### src/design/bdn_pkg.sv
// ----------------------------------------------------------------------------
// bdn_pkg
// Shared constants and types for the box descriptor L2-Hys normalizer.
// ----------------------------------------------------------------------------
package bdn_pkg;

    localparam int ELEMENT_COUNT = 32;
    localparam int CORNER_WIDTH  = 28;
    localparam int FRACTION_BITS = 15;

    localparam int IDX_W   = $clog2(ELEMENT_COUNT);
    localparam int SQ_W    = 60;
    localparam int ROOT_W  = SQ_W / 2;
    localparam int PROD_W  = 2 * CORNER_WIDTH;
    localparam int Q_W     = FRACTION_BITS + 1;
    localparam int DIV_W   = ROOT_W + Q_W;
    localparam int CLAMP_W = 15;
    localparam int INDEX_W = 5;
    localparam int VALUE_W = 16;

    localparam logic [CLAMP_W-1:0] CLAMP_RESET = 15'd11585;

    typedef logic [CORNER_WIDTH-1:0] corner_t;
    typedef logic [IDX_W-1:0]        idx_t;

endpackage

### src/design/bdn_if.sv
// ----------------------------------------------------------------------------
// bdn_if
// Valid/ready channels carrying corner transactions and normalized elements.
// ----------------------------------------------------------------------------
interface bdn_in_if;
    logic                   valid;
    logic                   ready;
    bdn_pkg::corner_t       corner_top_left;
    bdn_pkg::corner_t       corner_bottom_left;
    bdn_pkg::corner_t       corner_top_right;
    bdn_pkg::corner_t       corner_bottom_right;

    modport source (output valid, output corner_top_left, output corner_bottom_left,
                    output corner_top_right, output corner_bottom_right, input ready);
    modport sink (input valid, input corner_top_left, input corner_bottom_left,
                  input corner_top_right, input corner_bottom_right, output ready);
endinterface

interface bdn_out_if;
    logic                              valid;
    logic                              ready;
    logic [bdn_pkg::INDEX_W-1:0]       element_index;
    logic signed [bdn_pkg::VALUE_W-1:0] norm_value;
    logic                              last_element;

    modport source (output valid, output element_index, output norm_value,
                    output last_element, input ready);
    modport sink (input valid, input element_index, input norm_value,
                  input last_element, output ready);
endinterface

### src/design/bdn_mem.sv
// ----------------------------------------------------------------------------
// bdn_mem
// Element store: one write port, one registered read port.
// ----------------------------------------------------------------------------
module bdn_mem
(
    input  logic             clk,
    input  logic             we,
    input  bdn_pkg::idx_t    waddr,
    input  bdn_pkg::corner_t wdata,
    input  bdn_pkg::idx_t    raddr,
    output bdn_pkg::corner_t rdata
);

    bdn_pkg::corner_t mem [bdn_pkg::ELEMENT_COUNT];
    bdn_pkg::corner_t rdata_reg;

    always_ff @(posedge clk)
    begin
        if (we)
        begin
            mem[waddr] <= wdata;
        end
        rdata_reg <= mem[raddr];
    end

    assign rdata = rdata_reg;

endmodule

### src/design/bdn_sqrt.sv
// ----------------------------------------------------------------------------
// bdn_sqrt
// Iterative integer square root, one result bit per cycle.
// ----------------------------------------------------------------------------
module bdn_sqrt
(
    input  logic                         clk,
    input  logic                         rst_n,
    input  logic                         start,
    input  logic [bdn_pkg::SQ_W-1:0]     operand,
    output logic                         done,
    output logic [bdn_pkg::ROOT_W-1:0]   root
);

    logic [bdn_pkg::SQ_W-1:0] v_reg, v_next;
    logic [bdn_pkg::SQ_W-1:0] r_reg, r_next;
    logic [bdn_pkg::SQ_W-1:0] bit_reg, bit_next;
    logic                     busy_reg, busy_next;
    logic                     done_reg, done_next;
    logic [bdn_pkg::SQ_W:0]   trial;

    always_comb
    begin
        trial     = {1'b0, r_reg} + {1'b0, bit_reg};
        v_next    = v_reg;
        r_next    = r_reg;
        bit_next  = bit_reg;
        busy_next = busy_reg;
        done_next = 1'b0;
        if (start)
        begin
            v_next    = operand;
            r_next    = '0;
            bit_next  = bdn_pkg::SQ_W'(1) << (bdn_pkg::SQ_W - 2);
            busy_next = 1'b1;
        end
        else if (busy_reg)
        begin
            if ({1'b0, v_reg} >= trial)
            begin
                v_next = v_reg - trial[bdn_pkg::SQ_W-1:0];
                r_next = (r_reg >> 1) + bit_reg;
            end
            else
            begin
                r_next = r_reg >> 1;
            end
            bit_next = bit_reg >> 2;
            if (bit_reg[0])
            begin
                busy_next = 1'b0;
                done_next = 1'b1;
            end
        end
    end

    always_ff @(posedge clk or negedge rst_n)
    begin
        if (!rst_n)
        begin
            busy_reg <= 1'b0;
            done_reg <= 1'b0;
        end
        else
        begin
            busy_reg <= busy_next;
            done_reg <= done_next;
        end
    end

    always_ff @(posedge clk)
    begin
        v_reg   <= v_next;
        r_reg   <= r_next;
        bit_reg <= bit_next;
    end

    assign done = done_reg;
    assign root = r_reg[bdn_pkg::ROOT_W-1:0];

endmodule

### src/design/bdn_div.sv
// ----------------------------------------------------------------------------
// bdn_div
// Iterative restoring divider, one quotient bit per cycle.
// ----------------------------------------------------------------------------
module bdn_div
(
    input  logic                        clk,
    input  logic                        rst_n,
    input  logic                        start,
    input  logic [bdn_pkg::DIV_W-1:0]   dividend,
    input  logic [bdn_pkg::ROOT_W-1:0]  divisor,
    output logic                        done,
    output logic [bdn_pkg::Q_W-1:0]     quotient
);

    localparam int CNT_W = $clog2(bdn_pkg::Q_W);

    logic [bdn_pkg::DIV_W-1:0] rem_reg, rem_next;
    logic [bdn_pkg::DIV_W-1:0] dsr_reg, dsr_next;
    logic [bdn_pkg::Q_W-1:0]   q_reg, q_next;
    logic [CNT_W-1:0]          cnt_reg, cnt_next;
    logic                      busy_reg, busy_next;
    logic                      done_reg, done_next;

    always_comb
    begin
        rem_next  = rem_reg;
        dsr_next  = dsr_reg;
        q_next    = q_reg;
        cnt_next  = cnt_reg;
        busy_next = busy_reg;
        done_next = 1'b0;
        if (start)
        begin
            rem_next  = dividend;
            dsr_next  = bdn_pkg::DIV_W'(divisor) << (bdn_pkg::Q_W - 1);
            q_next    = '0;
            cnt_next  = CNT_W'(bdn_pkg::Q_W - 1);
            busy_next = 1'b1;
        end
        else if (busy_reg)
        begin
            if (rem_reg >= dsr_reg)
            begin
                rem_next = rem_reg - dsr_reg;
                q_next   = {q_reg[bdn_pkg::Q_W-2:0], 1'b1};
            end
            else
            begin
                q_next = {q_reg[bdn_pkg::Q_W-2:0], 1'b0};
            end
            dsr_next = dsr_reg >> 1;
            cnt_next = cnt_reg - 1'b1;
            if (cnt_reg == '0)
            begin
                busy_next = 1'b0;
                done_next = 1'b1;
            end
        end
    end

    always_ff @(posedge clk or negedge rst_n)
    begin
        if (!rst_n)
        begin
            busy_reg <= 1'b0;
            done_reg <= 1'b0;
        end
        else
        begin
            busy_reg <= busy_next;
            done_reg <= done_next;
        end
    end

    always_ff @(posedge clk)
    begin
        rem_reg <= rem_next;
        dsr_reg <= dsr_next;
        q_reg   <= q_next;
        cnt_reg <= cnt_next;
    end

    assign done     = done_reg;
    assign quotient = q_reg;

endmodule

### src/design/box_descriptor_l2hys_normalizer.sv
// ----------------------------------------------------------------------------
// box_descriptor_l2hys_normalizer
// Box sums from corner transactions, then L2-Hys normalization of the vector.
//
//   channel    dir   transaction
//   corners    in    four summed-area corners of one cell channel
//   elements   out   element index, normalized value, last flag
//   cfg        in    clamp limit write
//
// each corner transaction is stored, squared and accumulated
// after the 32nd: square root, then per element
// (read, load, divide, square, accumulate), another square root,
// then per element (read, load, divide, emit)
// corners.ready is high only while idle; emits wait on elements.ready
// reset clears the sequencer and counters and restores the clamp default
// ----------------------------------------------------------------------------
module box_descriptor_l2hys_normalizer
(
    input  logic                            clk,
    input  logic                            rst_n,
    bdn_in_if.sink                          corners,
    bdn_out_if.source                       elements,
    input  logic                            cfg_we,
    input  logic [bdn_pkg::CLAMP_W-1:0]     cfg_wdata
);

    localparam int CW = bdn_pkg::CORNER_WIDTH;

    typedef enum logic [13:0] {
        S_IDLE = 14'b00000000000001,
        S_SQ   = 14'b00000000000010,
        S_ACC  = 14'b00000000000100,
        S_RT1  = 14'b00000000001000,
        S_RD1  = 14'b00000000010000,
        S_LD1  = 14'b00000000100000,
        S_DV1  = 14'b00000001000000,
        S_SQ2  = 14'b00000010000000,
        S_AC2  = 14'b00000100000000,
        S_RT2  = 14'b00001000000000,
        S_RD2  = 14'b00010000000000,
        S_LD2  = 14'b00100000000000,
        S_DV2  = 14'b01000000000000,
        S_EMIT = 14'b10000000000000
    } state_t;

    state_t                          state_reg, state_next;
    bdn_pkg::idx_t                   idx_reg, idx_next;
    logic [bdn_pkg::SQ_W-1:0]        acc_reg, acc_next;
    logic [bdn_pkg::CLAMP_W-1:0]     clamp_reg;
    logic                            out_valid_reg, out_valid_next;
    logic [bdn_pkg::INDEX_W-1:0]     out_index_reg, out_index_next;
    logic [bdn_pkg::VALUE_W-1:0]     out_value_reg, out_value_next;
    logic                            out_last_reg, out_last_next;

    bdn_pkg::corner_t                mag_reg, mag_next;
    logic [bdn_pkg::PROD_W-1:0]      prod_reg, prod_next;
    logic [bdn_pkg::ROOT_W-1:0]      n1_reg, n1_next;
    logic [bdn_pkg::ROOT_W-1:0]      n2_reg, n2_next;
    logic                            neg_reg, neg_next;
    logic [bdn_pkg::Q_W-1:0]         q_reg, q_next;

    bdn_pkg::corner_t                box;
    bdn_pkg::corner_t                rdata;
    bdn_pkg::corner_t                rd_mag;
    logic                            mem_we;
    bdn_pkg::corner_t                mem_wdata;
    logic [bdn_pkg::SQ_W:0]          acc_sum;
    logic                            sqrt_start, sqrt_done;
    logic [bdn_pkg::SQ_W-1:0]        sqrt_operand;
    logic [bdn_pkg::ROOT_W-1:0]      root;
    logic                            div_start, div_done;
    logic [bdn_pkg::DIV_W-1:0]       div_dividend;
    logic [bdn_pkg::ROOT_W-1:0]      div_divisor;
    logic [bdn_pkg::Q_W-1:0]         quotient;
    logic [bdn_pkg::CLAMP_W-1:0]     a_val;
    logic                            out_free;
    logic                            is_last;
    logic [bdn_pkg::Q_W-1:0]         q_sat;

    assign box    = corners.corner_bottom_right - corners.corner_bottom_left
                  + corners.corner_top_left - corners.corner_top_right;
    assign rd_mag = rdata[CW-1] ? (~rdata + 1'b1) : rdata;
    assign acc_sum  = {1'b0, acc_reg} + (bdn_pkg::SQ_W+1)'(prod_reg);
    assign out_free = !out_valid_reg || elements.ready;
    assign is_last  = (idx_reg == bdn_pkg::IDX_W'(bdn_pkg::ELEMENT_COUNT - 1));
    assign sqrt_operand = acc_sum[bdn_pkg::SQ_W] ? '1 : acc_sum[bdn_pkg::SQ_W-1:0];

    always_comb
    begin
        if (n1_reg == '0)
        begin
            a_val = '0;
        end
        else if (quotient > bdn_pkg::Q_W'(clamp_reg))
        begin
            a_val = clamp_reg;
        end
        else
        begin
            a_val = quotient[bdn_pkg::CLAMP_W-1:0];
        end
    end

    always_comb
    begin
        if (n2_reg == '0)
        begin
            q_sat = '0;
        end
        else if (neg_reg)
        begin
            q_sat = (q_reg > bdn_pkg::Q_W'(32768)) ? bdn_pkg::Q_W'(32768) : q_reg;
        end
        else
        begin
            q_sat = (q_reg > bdn_pkg::Q_W'(32767)) ? bdn_pkg::Q_W'(32767) : q_reg;
        end
    end

    always_comb
    begin
        state_next     = state_reg;
        idx_next       = idx_reg;
        acc_next       = acc_reg;
        mag_next       = mag_reg;
        prod_next      = mag_reg * mag_reg;
        n1_next        = n1_reg;
        n2_next        = n2_reg;
        neg_next       = neg_reg;
        q_next         = q_reg;
        out_valid_next = out_valid_reg && !elements.ready;
        out_index_next = out_index_reg;
        out_value_next = out_value_reg;
        out_last_next  = out_last_reg;
        mem_we         = 1'b0;
        mem_wdata      = box;
        sqrt_start     = 1'b0;
        div_start      = 1'b0;
        div_dividend   = bdn_pkg::DIV_W'(rd_mag) << bdn_pkg::FRACTION_BITS;
        div_divisor    = n1_reg;
        case (state_reg)
            S_IDLE:
            begin
                if (corners.valid)
                begin
                    mem_we     = 1'b1;
                    mag_next   = box[CW-1] ? (~box + 1'b1) : box;
                    state_next = S_SQ;
                end
            end
            S_SQ:
            begin
                state_next = S_ACC;
            end
            S_ACC:
            begin
                acc_next = acc_sum[bdn_pkg::SQ_W] ? '1 : acc_sum[bdn_pkg::SQ_W-1:0];
                if (is_last)
                begin
                    idx_next   = '0;
                    state_next = S_RT1;
                end
                else
                begin
                    idx_next   = idx_reg + 1'b1;
                    state_next = S_IDLE;
                end
            end
            S_RT1:
            begin
                if (sqrt_done)
                begin
                    n1_next    = root;
                    acc_next   = '0;
                    state_next = S_RD1;
                end
            end
            S_RD1:
            begin
                state_next = S_LD1;
            end
            S_LD1:
            begin
                neg_next   = rdata[CW-1];
                div_start  = 1'b1;
                state_next = S_DV1;
            end
            S_DV1:
            begin
                if (div_done)
                begin
                    mem_we     = 1'b1;
                    mem_wdata  = {neg_reg, (CW-1)'(a_val)};
                    mag_next   = CW'(a_val);
                    state_next = S_SQ2;
                end
            end
            S_SQ2:
            begin
                state_next = S_AC2;
            end
            S_AC2:
            begin
                acc_next = acc_sum[bdn_pkg::SQ_W] ? '1 : acc_sum[bdn_pkg::SQ_W-1:0];
                if (is_last)
                begin
                    idx_next   = '0;
                    state_next = S_RT2;
                end
                else
                begin
                    idx_next   = idx_reg + 1'b1;
                    state_next = S_RD1;
                end
            end
            S_RT2:
            begin
                if (sqrt_done)
                begin
                    n2_next    = root;
                    acc_next   = '0;
                    state_next = S_RD2;
                end
            end
            S_RD2:
            begin
                state_next = S_LD2;
            end
            S_LD2:
            begin
                neg_next     = rdata[CW-1];
                div_dividend = bdn_pkg::DIV_W'(rdata[bdn_pkg::CLAMP_W-1:0])
                               << bdn_pkg::FRACTION_BITS;
                div_divisor  = n2_reg;
                div_start    = 1'b1;
                state_next   = S_DV2;
            end
            S_DV2:
            begin
                if (div_done)
                begin
                    q_next     = quotient;
                    state_next = S_EMIT;
                end
            end
            S_EMIT:
            begin
                if (out_free)
                begin
                    out_valid_next = 1'b1;
                    out_index_next = bdn_pkg::INDEX_W'(idx_reg);
                    out_value_next = neg_reg ? bdn_pkg::VALUE_W'(~q_sat + 1'b1)
                                             : bdn_pkg::VALUE_W'(q_sat);
                    out_last_next  = is_last;
                    if (is_last)
                    begin
                        idx_next   = '0;
                        acc_next   = '0;
                        state_next = S_IDLE;
                    end
                    else
                    begin
                        idx_next   = idx_reg + 1'b1;
                        state_next = S_RD2;
                    end
                end
            end
            default:
            begin
                state_next = S_IDLE;
            end
        endcase
        sqrt_start = (state_reg == S_ACC || state_reg == S_AC2) && is_last;
        if (sqrt_start)
        begin
            acc_next = acc_sum[bdn_pkg::SQ_W] ? '1 : acc_sum[bdn_pkg::SQ_W-1:0];
        end
    end

    always_ff @(posedge clk or negedge rst_n)
    begin
        if (!rst_n)
        begin
            state_reg     <= S_IDLE;
            idx_reg       <= '0;
            acc_reg       <= '0;
            clamp_reg     <= bdn_pkg::CLAMP_RESET;
            out_valid_reg <= 1'b0;
        end
        else
        begin
            state_reg     <= state_next;
            idx_reg       <= idx_next;
            acc_reg       <= acc_next;
            out_valid_reg <= out_valid_next;
            if (cfg_we)
            begin
                clamp_reg <= cfg_wdata;
            end
        end
    end

    always_ff @(posedge clk)
    begin
        mag_reg       <= mag_next;
        prod_reg      <= prod_next;
        n1_reg        <= n1_next;
        n2_reg        <= n2_next;
        neg_reg       <= neg_next;
        q_reg         <= q_next;
        out_index_reg <= out_index_next;
        out_value_reg <= out_value_next;
        out_last_reg  <= out_last_next;
    end

    bdn_mem u_mem
    (
        .clk   (clk),
        .we    (mem_we),
        .waddr (idx_reg),
        .wdata (mem_wdata),
        .raddr (idx_reg),
        .rdata (rdata)
    );

    bdn_sqrt u_sqrt
    (
        .clk     (clk),
        .rst_n   (rst_n),
        .start   (sqrt_start),
        .operand (sqrt_operand),
        .done    (sqrt_done),
        .root    (root)
    );

    bdn_div u_div
    (
        .clk      (clk),
        .rst_n    (rst_n),
        .start    (div_start),
        .dividend (div_dividend),
        .divisor  (div_divisor),
        .done     (div_done),
        .quotient (quotient)
    );

    assign corners.ready          = (state_reg == S_IDLE);
    assign elements.valid         = out_valid_reg;
    assign elements.element_index = out_index_reg;
    assign elements.norm_value    = out_value_reg;
    assign elements.last_element  = out_last_reg;

endmodule
### src/flat_wrapper.sv
// flat-port wrapper written by rule: the top's interface ports become plain ports
module box_descriptor_l2hys_normalizer_flat 
  (clk, rst_n, cfg_we, cfg_wdata, corners_valid, corners_corner_top_left, corners_corner_bottom_left, corners_corner_top_right, corners_corner_bottom_right, corners_ready, elements_valid, elements_element_index, elements_norm_value, elements_last_element, elements_ready);
  bdn_in_if corners_i ();
  bdn_out_if elements_i ();
  input  logic clk;
  input  logic rst_n;
  input  logic cfg_we;
  input  logic [bdn_pkg::CLAMP_W-1:0] cfg_wdata;
  input wire logic [$bits(corners_i.valid)-1:0] corners_valid;
  input wire logic [$bits(corners_i.corner_top_left)-1:0] corners_corner_top_left;
  input wire logic [$bits(corners_i.corner_bottom_left)-1:0] corners_corner_bottom_left;
  input wire logic [$bits(corners_i.corner_top_right)-1:0] corners_corner_top_right;
  input wire logic [$bits(corners_i.corner_bottom_right)-1:0] corners_corner_bottom_right;
  output wire logic [$bits(corners_i.ready)-1:0] corners_ready;
  output wire logic [$bits(elements_i.valid)-1:0] elements_valid;
  output wire logic [$bits(elements_i.element_index)-1:0] elements_element_index;
  output wire logic [$bits(elements_i.norm_value)-1:0] elements_norm_value;
  output wire logic [$bits(elements_i.last_element)-1:0] elements_last_element;
  input wire logic [$bits(elements_i.ready)-1:0] elements_ready;
  assign corners_i.valid = corners_valid;
  assign corners_i.corner_top_left = corners_corner_top_left;
  assign corners_i.corner_bottom_left = corners_corner_bottom_left;
  assign corners_i.corner_top_right = corners_corner_top_right;
  assign corners_i.corner_bottom_right = corners_corner_bottom_right;
  assign corners_ready = corners_i.ready;
  assign elements_valid = elements_i.valid;
  assign elements_element_index = elements_i.element_index;
  assign elements_norm_value = elements_i.norm_value;
  assign elements_last_element = elements_i.last_element;
  assign elements_i.ready = elements_ready;
  box_descriptor_l2hys_normalizer u_core (.clk(clk), .rst_n(rst_n), .corners(corners_i), .elements(elements_i), .cfg_we(cfg_we), .cfg_wdata(cfg_wdata));
endmodule
### config.mk
export PLATFORM = sky130hd
export DESIGN_NAME = box_descriptor_l2hys_normalizer_flat
export DESIGN_NICKNAME = d
export VERILOG_FILES = /design/src/design/bdn_pkg.sv /design/src/design/bdn_if.sv /design/src/design/bdn_mem.sv /design/src/design/bdn_sqrt.sv /design/src/design/bdn_div.sv /design/src/design/box_descriptor_l2hys_normalizer.sv /design/src/flat_wrapper.sv
export SDC_FILE = /design/constraint.sdc
export NUM_CORES = 2
export LEC_CHECK = 0
export ABC_CLOCK_PERIOD_IN_PS = 20500
export BUFFER_PORTS_ARGS = -buffer_cell sky130_fd_sc_hd__buf_2
export CORE_AREA = 2 2 440 398
export CTS_CLUSTER_SIZE = 25
export DETAILED_ROUTE_END_ITERATION = 7
export DIE_AREA = 0 0 442 400
export GPL_TIMING_DRIVEN = 0
export PLACE_DENSITY = 0.72
export SETUP_SLACK_MARGIN = 0.02
export SLEW_MARGIN = 30
export SYNTH_ARGS = -nofsm -noshare
export SYNTH_HDL_FRONTEND = slang
export SYNTH_SLANG_ARGS = --single-unit
### constraint.sdc
create_clock -name clk -period 20.5 [get_ports clk]
set_clock_uncertainty 0.05 [all_clocks]
set_input_delay 4.1 -clock clk [delete_from_list [all_inputs] [get_ports clk]]
set_output_delay 4.1 -clock clk [all_outputs]
set_load 0.1 [all_outputs]
# Word level (Yosys, flattened, before mapping)
# Memory sizes are Yosys's and may differ from the RTL's. A register that Yosys moved wholly into a read port is not among the register bits.
# Cells that the tools add are included.
[op_classes]
addsub = 13
n_mul = 1
order_cmp = 5
eq_ne = 24
n_mux = 65
n_bitwise = 3
n_reduce_logical = 29
[op_table]
columns = ["operator", "count"]
rows = [
  ["60-bit two-way mux", 9],
  ["14-bit one-hot mux with 14 select lines", 1],
  ["60-bit one-hot mux with 3 select lines", 1],
  ["28-bit two-way mux", 6],
  ["46-bit two-way mux", 3],
  ["45-bit two-way mux", 2],
  ["14-bit two-way mux", 6],
  ["16-bit two-way mux", 5],
  ["60-bit by 56-bit adder with 61-bit output", 1],
  ["60-bit by 59-bit adder with 61-bit output", 1],
  ["60-bit by 61-bit greater-or-equal comparator with 1-bit output", 1],
  ["59-bit by 59-bit adder with 60-bit output", 1],
  ["30-bit zero test", 2],
  ["60-bit subtractor", 1],
  ["28-bit by 1-bit adder with 28-bit output (second input constant)", 2],
  ["28-bit by 28-bit multiplier with 56-bit output", 1],
  ["28-bit NOT", 2],
  ["28-bit one-hot mux with 2 select lines", 1],
  ["28-bit subtractor", 2],
  ["46-bit by 45-bit greater-or-equal comparator with 1-bit output", 1],
  ["46-bit by 45-bit subtractor with 46-bit output", 1],
  ["43-bit two-way mux", 1],
  ["15-bit two-way mux", 2],
  ["30-bit two-way mux", 1],
  ["44 further kinds", 86],
]
[word_totals]
ff_bits = 543
ram_bits = 896
memories = 1
[mem_list]
columns = ["name", "words", "width", "rd", "rd_ports_with_merged_regs", "wr", "line", "source"]
rows = [
  ["u_core.u_mem.mem", 32, 28, 1, 1, 1, "bdn_mem.sv:15", "bdn_pkg::corner_t mem [bdn_pkg::ELEMENT_COUNT];"],
]

# Logic depth before layout (Yosys ltp)
[depth]
word_depth = 8
ltp_mapped = 31
mapped_depth_nobuf = 29

# Cells and area by module
# A second synthesis with hierarchy kept.
[hier_totals]
cells_unflattened = 9049
area_unflattened_um2 = 98399.4
[by_module_without_submodules]
columns = ["mod", "n_inst", "cells_each", "area_per_inst_um2", "seq_area_each_um2"]
rows = [
  ["box_descriptor_l2hys_normalizer", 1, 4474, 41493.5, 7300.8],
  ["bdn_mem", 1, 1984, 35447.7, 27466.3],
  ["bdn_sqrt", 1, 1778, 14088.5, 3653.5],
  ["bdn_div", 1, 813, 7369.6, 3032.9],
]

# Worst setup path after synthesis
# Ideal clock, no wire load.
[synth_path]
path_kind = "in2reg"
startpoint = "in corners_corner_top_right[0]"
endpoint = "mem u_core.u_mem.mem[0][26] in the netlist's numbering, data pin"
t_arrival_ns = 8.324
slack_ns = 11.776
stages = 17
cell_sequence = "inv_1 fa_1 inv_1 fa_1 inv_1 ha_1 fa_1 a211oi_2 o211ai_1 a41oi_2 o21ai_2 a221o_1 a21oi_1 o21ai_0 a21oi_1 xor2_1 nor2_1"
[synth_via]
elab_chain_cells = 3
[synth_lines]
columns = ["item", "line", "source"]
rows = [
  ["start, declared", "flat_wrapper.sv:13", "input wire logic [$bits(corners_i.corner_top_right)-1:0] corners_corner_top_right;"],
  ["28-bit subtractor *", "box_descriptor_l2hys_normalizer.sv:81", "+ corners.corner_top_left - corners.corner_top_right;"],
  ["28-bit two-way mux", "box_descriptor_l2hys_normalizer.sv:190", "if (div_done)"],
  ["28-bit two-way mux *", "box_descriptor_l2hys_normalizer.sv:141", "case (state_reg)"],
  ["net u_core.mem_wdata[26]", "box_descriptor_l2hys_normalizer.sv:66", "bdn_pkg::corner_t mem_wdata;"],
  ["end, declared", "bdn_mem.sv:15", ""],
]
# Mark *: on every way through the listed nets, which the timed path passes. The rest lies on a longest branch.

# Worst setup path in the final report
[layout_path]
startpoint = "reg u_core.mag_reg[15]"
endpoint = "reg u_core.prod_reg[55] in the netlist's numbering"
[layout_via]
elab_chain_cells = 1
[layout_lines]
columns = ["item", "line", "source"]
rows = [
  ["start, declared", "box_descriptor_l2hys_normalizer.sv:55", "bdn_pkg::corner_t mag_reg, mag_next;"],
  ["start signal, assigned", "box_descriptor_l2hys_normalizer.sv:305", "mag_reg <= mag_next;"],
  ["28-bit by 28-bit multiplier with 56-bit output", "box_descriptor_l2hys_normalizer.sv:126", "prod_next = mag_reg * mag_reg;"],
  ["net u_core.prod_next (one bit)", "box_descriptor_l2hys_normalizer.sv:56", "logic [bdn_pkg::PROD_W-1:0] prod_reg, prod_next;"],
  ["end signal, assigned", "box_descriptor_l2hys_normalizer.sv:306", "prod_reg <= prod_next;"],
  ["end, declared", "box_descriptor_l2hys_normalizer.sv:56", ""],
]
# The timed path passes the listed nets, and every way through them passes these cells.
# A chain may end at the register's enable or synchronous reset.

==> flow_summary.toml <==
[global_routing]
grt_overflow = 0
grtUsageTotal_pct = 33.3
grt_max_degree = 69
grt_pass1_wl_um = 438000
first_global_vias = 69200
antenna_found_initial = 21

[yosys]
synth_compound_area_share_pct = 10.6
yosys_warnings = 0
avgSynthCellArea_um2 = 11.5
synthAdderAreaFrac_pct = 20.4
yosys.area.top_type = "edfxtp_1"
synthDistinctLibCells = 91
synth_seq_cells = 1466
synth.most_common_cell = "edfxtp_1"
synth_top_cell_area_share_pct = 36.9
synth-xor-area-share_pct = 3.66
synth_mux_area_share_pct = 6.41
synth_top_family_by_area = "adder cells"
syn_nets = 9447
synth.cells.most_frequent = "edfxtp_1 (1,159), inv_1 (994), nand2_1 (684)"
async_reset_ff_share_pct = 6.75
ys_seq_area_share_pct = 44.0
synth-edff-count = 1159
synthCells = 8171
syn-cell-area_um2 = 94300
yosys.area_share.simple_pct = 9.55
synth-main-ff-cell = "edfxtp_1"
synth_area_leaders = "edfxtp_1 (37%), fa_1 (14%), ha_1 (6.5%)"

[clock_network]
clock_sinks = 1466
numCtsBuffers = 149
cts_setup_buffers = 0
cts-root-buf = "clkbuf_16"
ctsResizeCount = 0
postCtsHoldBufs = 0
clkTransAtPathRegs_ns = 0.06
cts_tree = "yes"
cts_max_level = 4
clock_latency_ns = 0.84
cts_buffer_depth = 3

[cells_and_area]
instances_no_fill = 11000
final_core_util_pct = 61.1
nets = 9827
largest_register_ffs = 896
largest_register = "u_core.u_mem.mem"
drive_above_1_share_pct = 10.1
syn2layout_area_growth_pct = 11.8

[critical_path]
crit_fanout = 10
start_kind = "register"
arrival_ns = 11.09
r2r_start = "u_core.mag_reg[15]"
end_kind = "register"
crit_required_ns = 21.13
setup.worst_path.start = "u_core.mag_reg[15]"
criticalPathCategory = "reg2reg"

[timing]
setup_violations = 0
fin_crit_sh_pct = 51.0
fin_crit_ns = 10.46
tightest_slew_ns = 1.11
relSlewSlack_pct = 25.7
rsz0062_at_grt = "false"
holdWs_ns = 0.404
fmax_mhz = 95.6
slew_violations = 0
fin_tns_setup_ns = 0
finalHoldViolations = 0

[routing]
drtPass1Iterations = 6
wl_per_cell_um = 26.8
drc = 0
vias_per_cell = 6.28
vias = 68800
drtIter0Drc = 8463
ant_nets = 0
wirelength_um = 294000

[floorplan]
start_util_pct = 54.6
die_h_um = 400
core-area_um2 = 173000
dieWidth_um = 442
ios = 156
dieArea_um2 = 177000
rows = 145

[min_path]
min-delay-start = "u_core.idx_reg[3]"
hold_class = "reg2reg"

[flow_run]
maxCapViolCount = 0

[placed_design]
dpl.hpwl_um = 218000
dp_cells = 10700
io_buffers = 154
place_congestion = 1.00

[outcome]
status = "complete, no violations"
-- stage by stage --
| stage | area, um2 | setup slack, ns |
|---|---|---|
| after floorplan | 94300 | 11.78 |
| after CTS | 105000 | 10.29 |
| after global routing | 105000 | 9.66 |
| after global placement | 97900 | 10.42 |
| after detailed placement | 100000 | 10.38 |
| final | 105000 | 10.04 |
-- cell usage in the layout (no fill, tap or decap), types with 24 or more instances in the layout --
| master | instances |
|---|---|
| a31oi_1 | 102 |
| or3_1 | 26 |
| inv_1 | 994 |
| a21oi_1 | 388 |
| nor2b_1 | 48 |
| clkbuf_1 | 325 |
| o21ai_1 | 40 |
| fa_1 | 657 |
| dfxtp_1 | 208 |
| buf_16 | 55 |
| a22oi_1 | 144 |
| a211oi_1 | 58 |
| a21o_1 | 155 |
| nor2_4 | 40 |
| mux4_2 | 224 |
| xor2_1 | 164 |
| o22ai_1 | 24 |
| nor2_1 | 478 |
| o21a_1 | 41 |
| nor3_1 | 56 |
| mux2i_1 | 74 |
| o211ai_1 | 28 |
| nand4_1 | 118 |
| ha_1 | 487 |
| o21ai_0 | 318 |
| and3_1 | 43 |
| edfxtp_1 | 1159 |
| nand3_1 | 77 |
| dfrtp_1 | 92 |
| o21bai_1 | 55 |
| o31ai_1 | 39 |
| nor4_1 | 30 |
| xnor2_1 | 230 |
| nand2_1 | 682 |
| and2_1 | 196 |
| clkbuf_16 | 154 |
| buf_2 | 188 |
| nand2b_1 | 37 |
-- final timing paths --
check | endpoint | slack [ns] | depth (start not counted)
setup / recovery | u_core.prod_reg[55] | 10.04 | 26
hold / removal | u_core.elements.element_index[3] | 0.40 | 0
setup reg to reg | u_core.prod_reg[55] | 10.04 | 26
hold reg to reg | u_core.elements.element_index[3] | 0.40 | 0
max in group asynchronous | u_core.clamp_reg[0] | 16.50 | 2
min in group asynchronous | u_core.acc_reg[21] | 3.14 | 1
-- worst max-delay path, cell delays in order (launching register included) --
cell	delay [ns]
edfxtp_1	0.48
clkbuf_1	0.77
clkbuf_1	0.88
nand2_1	0.26
fa_1	0.62
inv_1	0.06
fa_1	0.53
inv_1	0.05
fa_1	0.49
fa_1	0.56
inv_1	0.06
fa_1	0.55
fa_1	0.42
fa_1	0.52
ha_1	0.42
a21oi_1	0.28
o21ai_0	0.16
a2111oi_0	0.62
o211ai_1	0.31
a21oi_1	0.37
o21ai_1	0.22
a2111oi_0	0.74
o31ai_1	0.16
a21oi_1	0.29
o21ai_1	0.10
a21oi_1	0.18
xnor2_1	0.15
-- layer usage --
layer / vias up / track usage [%] / wire length [um]
li1: 29500 / - / -
met2: 4183 / 52.3 / 133000
met1: 34200 / 43.4 / 111000
met3: 878 / 7.47 / 31600
met5: - / 0.108 / 112
met4: 16 / 17.7 / 18100
-- final cells by class --
class / instances / area, um2
Timing Repair Buffer: 229 / 2590
Inverter: 994 / 3730
Fill cell: 13400 / 67200
Clock inverter: 76 / 941
Antenna cell: 6 / 15.0
Multi-Input combinational cell: 5352 / 48300
Clock buffer: 199 / 4110
Sequential cell: 1466 / 41500
Buffer: 359 / 1410
Tap cell: 2278 / 2850
-- cells by family after synthesis --
family          Yosys count
simple gates           1927
compound gates         1566
flops                  1466
buf+inv                1353
fa+ha+maj              1144
xor+xnor                394
mux                     321
Power is not shown: default switching activity piles up to over one toggle a cycle in this logic, so the estimate is an artifact.
